### src/rtl/png_scanline_unfilter_assert.svh
// assertion macros for the png scanline unfilter
`ifndef PNG_SCANLINE_UNFILTER_ASSERT_SVH
`define PNG_SCANLINE_UNFILTER_ASSERT_SVH

`ifndef SYNTHESIS
// clocked check, off while reset is held
`define PNGUF_ASSERT(lbl, clk, rst_n, prop, msg) \
  lbl: assert property (@(posedge clk) disable iff (!rst_n) prop) else $error(msg);
// clocked check, active during reset too
`define PNGUF_ASSERT_ALWAYS(lbl, clk, prop, msg) \
  lbl: assert property (@(posedge clk) prop) else $error(msg);
`else
`define PNGUF_ASSERT(lbl, clk, rst_n, prop, msg)
`define PNGUF_ASSERT_ALWAYS(lbl, clk, prop, msg)
`endif

`endif

### src/rtl/pnguf_pkg.sv
package pnguf_pkg;

  // filter type codes
  localparam logic [2:0] FILT_NONE  = 3'd0;
  localparam logic [2:0] FILT_SUB   = 3'd1;
  localparam logic [2:0] FILT_UP    = 3'd2;
  localparam logic [2:0] FILT_AVG   = 3'd3;
  localparam logic [2:0] FILT_PAETH = 3'd4;

  // configuration register indexes
  localparam int unsigned CFG_IDX_W = 2;
  localparam logic [CFG_IDX_W-1:0] CFG_BYTES_PER_PIXEL = 2'd0;
  localparam logic [CFG_IDX_W-1:0] CFG_ROW_BYTES       = 2'd1;
  localparam logic [CFG_IDX_W-1:0] CFG_ROW_COUNT       = 2'd2;
  localparam int unsigned CFG_DATA_W = 16;

  // per-item control carried through the reconstruction stage
  typedef struct packed {
    logic [2:0] filter;
    logic       has_left;
    logic       has_above;
    logic       compute;
    logic       emit;
    logic       bad;
    logic       eor;
    logic       eoi;
  } pnguf_ctl_t;

  function automatic logic [7:0] paeth_pick(input logic [7:0] a, input logic [7:0] b,
                                            input logic [7:0] c);
    logic [9:0] pa;
    logic [9:0] pb;
    logic [9:0] pc;
    logic [9:0] sab;
    logic [9:0] cc;
    logic [7:0] pick;
    pa  = (b > c) ? 10'(b - c) : 10'(c - b);
    pb  = (a > c) ? 10'(a - c) : 10'(c - a);
    sab = 10'(a) + 10'(b);
    cc  = {1'b0, c, 1'b0};
    pc  = (sab > cc) ? (sab - cc) : (cc - sab);
    if (pa <= pb && pa <= pc) begin
      pick = a;
    end else if (pb <= pc) begin
      pick = b;
    end else begin
      pick = c;
    end
    return pick;
  endfunction

endpackage

### src/rtl/pnguf_recon.sv
module pnguf_recon
  import pnguf_pkg::*;
#(
  parameter int unsigned SLOTS = 8,
  parameter int unsigned SW    = 3
) (
  input  logic          clk,
  input  pnguf_ctl_t    ctl,
  input  logic [7:0]    x,
  input  logic [SW-1:0] slot,
  input  logic [7:0]    above_byte,
  input  logic          upd_en,
  output logic [7:0]    recon
);

  logic [7:0] left_hist_r [0:SLOTS-1];
  logic [7:0] ul_hist_r   [0:SLOTS-1];
  logic [7:0] a;
  logic [7:0] b;
  logic [7:0] c;
  logic [8:0] ab_sum;
  logic [7:0] pred;

  // neighbors count as zero before the first full pixel and on the first row
  assign a      = ctl.has_left  ? left_hist_r[slot] : 8'd0;
  assign c      = ctl.has_left  ? ul_hist_r[slot]   : 8'd0;
  assign b      = ctl.has_above ? above_byte        : 8'd0;
  assign ab_sum = 9'(a) + 9'(b);

  always_comb begin
    case (ctl.filter)
      FILT_SUB:   pred = a;
      FILT_UP:    pred = b;
      FILT_AVG:   pred = ab_sum[8:1];
      FILT_PAETH: pred = paeth_pick(a, b, c);
      default:    pred = 8'd0;
    endcase
  end

  assign recon = x + pred;

  always_ff @(posedge clk) begin
    if (upd_en) begin
      left_hist_r[slot] <= recon;
      ul_hist_r[slot]   <= b;
    end
  end

endmodule

### config.mk
export PLATFORM = sky130hd
export DESIGN_NAME = pnguf_recon
export DESIGN_NICKNAME = d
export VERILOG_FILES = /design/src/rtl/png_scanline_unfilter_assert.svh /design/src/rtl/pnguf_pkg.sv /design/src/rtl/pnguf_recon.sv
export SDC_FILE = /design/constraint.sdc
export NUM_CORES = 1
export LEC_CHECK = 0
export BUFFER_PORTS_ARGS = -buffer_cell sky130_fd_sc_hd__buf_2
export CAP_MARGIN = 20
export CORE_MARGIN = 1
export CORE_UTILIZATION = 45
export CTS_BUF_LIST = sky130_fd_sc_hd__clkbuf_4 sky130_fd_sc_hd__clkbuf_8
export CTS_CLUSTER_DIAMETER = 100
export CTS_CLUSTER_SIZE = 12
export DETAILED_ROUTE_END_ITERATION = 10
export GPL_TIMING_DRIVEN = 0
export SLEW_MARGIN = 20
export SYNTH_ARGS = -nofsm -noshare
export SYNTH_HDL_FRONTEND = slang
export SYNTH_SLANG_ARGS = --single-unit
### constraint.sdc
create_clock -name clk -period 9.69 [get_ports clk]
set_input_delay 0 -clock clk [delete_from_list [all_inputs] [get_ports clk]]
set_output_delay 0 -clock clk [all_outputs]
set_load 0.01 [all_outputs]
Word-level counts from Yosys, hierarchy flattened
Memory sizes are Yosys's and may differ from the RTL's.
Cells that the tools add are included.
Storage, ports and cells
  register bits: 0
  memory bits (writable): 128
  output and inout bits: 8
  logic and storage cells: 33
  memories: 2
Memories
  left_hist_r: words 8, width 8, read ports 1, clocked after Yosys merged registers in 0, wr ports 1, line pnguf_recon.sv:16  | logic [7:0] left_hist_r [0:SLOTS-1];
  ul_hist_r: words 8, width 8, read ports 1, clocked after Yosys merged registers in 0, wr ports 1, line pnguf_recon.sv:17  | logic [7:0] ul_hist_r [0:SLOTS-1];
Cells by class
  add/sub/neg operators: 9
  magnitude comparators: 6
  equal/unequal tests: 4
  multiplexer cells: 11
  reduce and logical (&&, ||, !) cells: 1
Operator list (count)
  8-bit 2-to-1 mux: 5
  8-bit by 8-bit subtractor with 9-bit output: 4
  8-bit one-hot mux with 4 select lines: 1
  10-bit <= comparator: 3
  10-bit 2-to-1 mux: 3
  9-bit by 9-bit subtractor with 10-bit output: 2
  8-bit by 8-bit adder with 9-bit output: 2
  8-bit greater-than comparator: 2
  9-bit greater-than comparator: 1
  8-bit adder: 1
  3-bit by 2-bit equality test with 1-bit output (second input constant): 2
  3-bit by 1-bit equality test with 1-bit output (second input constant): 1
  3-bit equality test (second input constant): 1
  1-bit 2-to-1 mux: 2
  1-bit logical AND: 1

Longest topological paths before layout
An unclocked memory read counts as a cell.
  depth after elaboration: 10
  depth in mapped cells: 46
  mapped depth without buffers: 43

Worst setup path before layout
OpenSTA, ideal clock, no wires.
  kind: input to register
  from: input slot[0]
  to: memory left_hist_r[0][7] (data pin)
  data arrival time: 8.666 ns
  required time: 9.408 ns
  path slack: 0.743 ns
  stages on the path: 42
  path buffers: 3
  cells stage by stage: buf_2 -> buf_1 -> buf_1 -> mux4_2 -> mux2_2 -> nand2_1 -> inv_1 -> ha_1 -> a21oi_1 -> o21ai_0 -> a21oi_1 -> xnor2_1 -> ha_1 -> a211oi_1 -> o21ai_0 -> o21ai_1 -> o211ai_1 -> o311ai_0 -> [... 6 more ...] -> nand4_1 -> nor2_1 -> a21o_1 -> or2_2 -> a21boi_1 -> nor4_4 -> nor2_1 -> a211oi_2 -> o32ai_1 -> ha_1 -> a21o_1 -> a21oi_1 -> o21bai_1 -> a21oi_1 -> o21bai_1 -> a21oi_1 -> xnor2_1 -> xnor2_1
On the way
  word-level cells in the longest chain between the ends: 10
  elaborated cells on any way between the ends: 26
  those cells by class: add/sub: 9; order compare: 6; mux: 8; reduce/logical: 1; memory: 2
RTL lines
  start, declared: line pnguf_recon.sv:10  | input logic [SW-1:0] slot,
  memory read 8 x 8 bit
  8-bit 2-to-1 mux: line pnguf_recon.sv:25  | assign a = ctl.has_left ? left_hist_r[slot] : 8'd0;
  8-bit by 8-bit adder with 9-bit output: line pnguf_pkg.sv:39, pnguf_recon.sv:28
  9-bit by 9-bit subtractor with 10-bit output / 9-bit greater-than comparator (equally long branches): line pnguf_pkg.sv:41  | pc = (sab > cc) ? (sab - cc) : (cc - sab);
  10-bit 2-to-1 mux: line pnguf_pkg.sv:41
  10-bit <= comparator (on tied branches): line pnguf_pkg.sv:44, pnguf_pkg.sv:42
  8-bit 2-to-1 mux / 1-bit logical AND (equally long branches): line pnguf_pkg.sv:44, pnguf_pkg.sv:42
  8-bit 2-to-1 mux: line pnguf_pkg.sv:42  | if (pa <= pb && pa <= pc) begin
  8-bit one-hot mux with 4 select lines (*): line pnguf_recon.sv:31  | case (ctl.filter)
  8-bit adder (*): line pnguf_recon.sv:40  | assign recon = x + pred;
  via recon[7]: line pnguf_recon.sv:13  | output logic [7:0] recon
  end, declared: line pnguf_recon.sv:16
The timed path passes the listed nets; every way through them passes the cells marked *.

Worst setup path after layout
  from: memory left_hist_r[5][0]
  to: output recon[7]
On the way
  word-level cells in the longest chain between the ends: 10
  elaborated cells on any way between the ends: 20
  those cells by class: add/sub: 7; order compare: 5; mux: 6; reduce/logical: 1; memory: 1
RTL lines (line)
  memory read 8 x 8 bit (*)
  8-bit 2-to-1 mux (*): pnguf_recon.sv:25
  8-bit by 8-bit adder with 9-bit output: pnguf_pkg.sv:39, pnguf_recon.sv:28
  9-bit by 9-bit subtractor with 10-bit output / 9-bit greater-than comparator (equally long branches): pnguf_pkg.sv:41
  10-bit 2-to-1 mux: pnguf_pkg.sv:41
  10-bit <= comparator (on tied branches): pnguf_pkg.sv:44, pnguf_pkg.sv:42
  8-bit 2-to-1 mux / 1-bit logical AND (equally long branches): pnguf_pkg.sv:44, pnguf_pkg.sv:42
  8-bit 2-to-1 mux: pnguf_pkg.sv:42
  8-bit one-hot mux with 4 select lines (*): pnguf_recon.sv:31
  8-bit adder (*): pnguf_recon.sv:40
  end, declared: pnguf_recon.sv:13
Mark *: on every way between the ends. The rest lies on a longest branch, timed or not.

==> out/qor.yml <==
outcome:
  outcome: "complete, no violations"
cts:
  clkLatencyLatePin_ps: 440
  cts_tree: "built"
  cts_sinks: 128
  cts_buffer_depth: 2
  clkTransAtPathRegs_ps: 70
  h-tree-depth: 4
  cts_root_buf: "clkbuf_8"
  cts_buffers: 17
timing:
  fin_crit_ps: 9250
  setup_tns_ps: 0
  tightest_slew_ps: 784
  fin_ws_ps: 444
  relSlewSlack_pct: 47.7
  finalCritPeriodShare_pct: 95.4
  fin_skew_ps: 18.8
  hold_viol_final: 0
  finalSetupViolations: 0
  maxSlewViolCount: 0
  max_freq_mhz: 108
detailed_routing:
  routed_via_density: 5.82
  firstDrtPassIters: 5
  drtIter0Drc: 555
  post_drt_wl_per_cell_um: 21.4
  wl_um: 23100
  vias: 6267
  drc_errors: 0
  antenna_left: 0
placement:
  pre_cts_ws_ps: -2180
  post_dp_cell_area_sq_um: 9370
  numPortBuffers: 29
  gp_congestion: 0.901
  dp_hpwl_um: 17500
cells_and_area:
  fin_nets: 929
  finalInstanceArea_sq_um: 10100
  utilization_pct: 53.6
  n_antenna_cell: 0
  syn_to_final_growth_pct: 15.5
  drive_above_1_share_pct: 24.6
power:
  p_leak_nw: 4.00
  power.share.clock_pct: 22.9
  p_seq_share_pct: 31.2
  power.density_nw_per_um2: 211
  p_sw_share_pct: 36.7
  power.internal_mw: 1.35
  netSwitchingPower_mw: 0.786
  combinationalPowerShare_pct: 45.8
  worst_ir_drop_vdd_mv: 0.104
  power_mw: 2.14
min_path:
  hp-start: "x[0]"
  min_to: "left_hist_r[5][0]"
  hold_depth: 2
  worstHoldPathType: "primary input to flip-flop"
yosys:
  async_flop_share_pct: 0
  syn_inst: 735
  synth_edf_count: 128
  syn-num-nets: 860
  syn_area_sq_um: 8770
  synth_cell_types: 72
  yosysWarningCount: 0
  yosys_register_bits: 128
  syn-mean-instance-area_sq_um: 11.9
  synthFlopType: "edfxtp_1"
  ys_seq_area_share_pct: 43.8
grt:
  grt_start_max_net_pins: 17
  grt_pass1_vias: 6140
  grt_pass1_wl_um: 35500
  overflow: 0
  antenna_found_initial: 0
  track_usage_pct: 24.1
run:
  maxCapViolCount: 0
setup_path:
  crit_type: "flip-flop to output pin"
  cpMaxStageDelayCell: "mux4_2"
  timing.rr.start: "left_hist_r[5][0]"
  r2r-end: "left_hist_r[3][7]"
  max_stage_delay_ps: 460
  critPathLaunchType: "flip-flop"
  crit_top_cell: "a21oi_2"
  reg2reg_slack_ps: 670
  cp.required_ps: 9690
  cp.arrival_ps: 9250
  cp_max_fo: 6
  end_kind: "output pin"
  rr_worst_depth: 44
floorplanning:
  io_pins: 39
  die_y_um: 142
  dieArea_sq_um: 20100
  die_width_um: 142
  fp-row-count: 50
  core_area_sq_um: 18900
  start_util_pct: 46.4
-- worst max path at each step --
stage | from | end | slack, ps | cells past startpoint
after floorplan | slot[0] | left_hist_r[0][7] | 740 | 42
after global placement | slot[0] | left_hist_r[0][7] | -2000 | 41
after detailed placement | slot[0] | left_hist_r[0][7] | -2180 | 39
after CTS | left_hist_r[5][0] | recon[7] | 20 | 45
after global routing | left_hist_r[1][0] | recon[7] | -50 | 44
final | left_hist_r[5][0] | recon[7] | 440 | 44
-- synth_stat cells (all sizes together) (11+ instances only) --
cell | n | share of area (%)
mux2i | 20 | 2.3
ha | 89 | 13
a21o | 17 | 1.5
mux4 | 31 | 8.0
nor2 | 34 | 1.5
nand3 | 11 | 0.77
nand2 | 54 | 2.3
xnor2 | 24 | 2.4
inv | 63 | 2.7
o21ai | 37 | 2.1
a21oi | 49 | 2.8
edfxtp | 128 | 44
clkbuf | 13 | 0.56
mux2 | 23 | 3.0
-- kinds of logic (layout without fill, tap and decap cells) --
logic type | Yosys count | in the layout | share of synthesized area [%]
and+or+nand+nor | 158 | 158 | 9.06
DFF | 128 | 128 | 43.8
adders and majority gates | 94 | 94 | 13.8
xor gates and xnor gates | 33 | 33 | 3.30
AOI/OAI and AO/OA | 162 | 162 | 13.0
muxes | 74 | 74 | 13.2
buffers and inverters | 86 | 168 | 3.77
-- flip-flops by register name (all words and copies together) (netlist names) --
name,count
left_hist_r,64
ul_hist_r,64
-- layer usage --
| layer | part of all wire [%] | wire length [um] | GRT usage [%] | vias to the layer above |
|---|---|---|---|---|
| met2 | 46 | 10600 | 37.3 | 210 |
| met4 | 2.2 | 516 | 7.92 | 0 |
| li1 | - | - | - | 2919 |
| met3 | 5.1 | 1190 | 3.44 | 44 |
| met5 | 0 | 0 | 0 | - |
| met1 | 47 | 10800 | 34.7 | 3094 |
-- layout by cell type (no fill, tap or decap), drive strengths merged, types with 3 or more instances in the layout --
cell type  instances
a211oi             4
a21o              17
a21oi             49
a31oi              3
and2               7
and3               7
buf               61
bufinv             4
clkbuf            29
clkinv             7
clkinvlp           4
edfxtp           128
fa                 5
ha                89
inv               63
mux2              23
mux2i             20
mux4              31
nand2             54
nand2b            10
nand3             11
nand4              7
nor2              34
nor2b             10
nor3               6
nor4               3
o211a              3
o211ai             3
o21a               3
o21ai             37
o21bai             6
o221ai             6
o22ai              3
o311ai             3
xnor2             24
xor2               9
-- cell type report --
cell class | instances | area, sq um
buffer | 22 | 116
clock buffer | 17 | 234
clock inverter | 15 | 194
fill | 1671 | 8760
inverter | 63 | 236
multi-input combinational | 521 | 4840
sequential | 128 | 3840
tap | 260 | 325
timing repair buffer | 51 | 340
-- power by group through the flow --
stage / Clock (mW) / Sequential [mW] / Combinational, mW
global route: 0.519 / 0.670 / 1.08
detailed placement: 0 / 0.682 / 0.861
CTS: 0.496 / 0.669 / 0.914
floorplan: 0 / 0.680 / 0.636
global placement: 0 / 0.681 / 0.832
finish: 0.491 / 0.669 / 0.981
-- worst max-delay path, delay by kind of cell (launching register included) --
family	cells	cell delay (ps)
mux	3	1100
compound gates	22	3770
buf+inv	5	770
xor+xnor	3	530
fa+ha+maj	4	1120
simple gates	7	1160
flops	1	360
-- per-stage QoR --
stage               hold WS [ps]  std cells
floorplan                    241        735
global placement             520       1024
detailed placement           556       1033
CTS                         91.9       1069
global route                 139       1077
finish                       110       1077
-- timing repair --
action | CTS | global route
resized for setup | 36 | 28
hold buffers | 0 | 0
setup endpoints to repair | 72 | 38
buffers inserted | 5 | 8
pin swaps | 5 | 12
(Power assumes the default switching activity.)
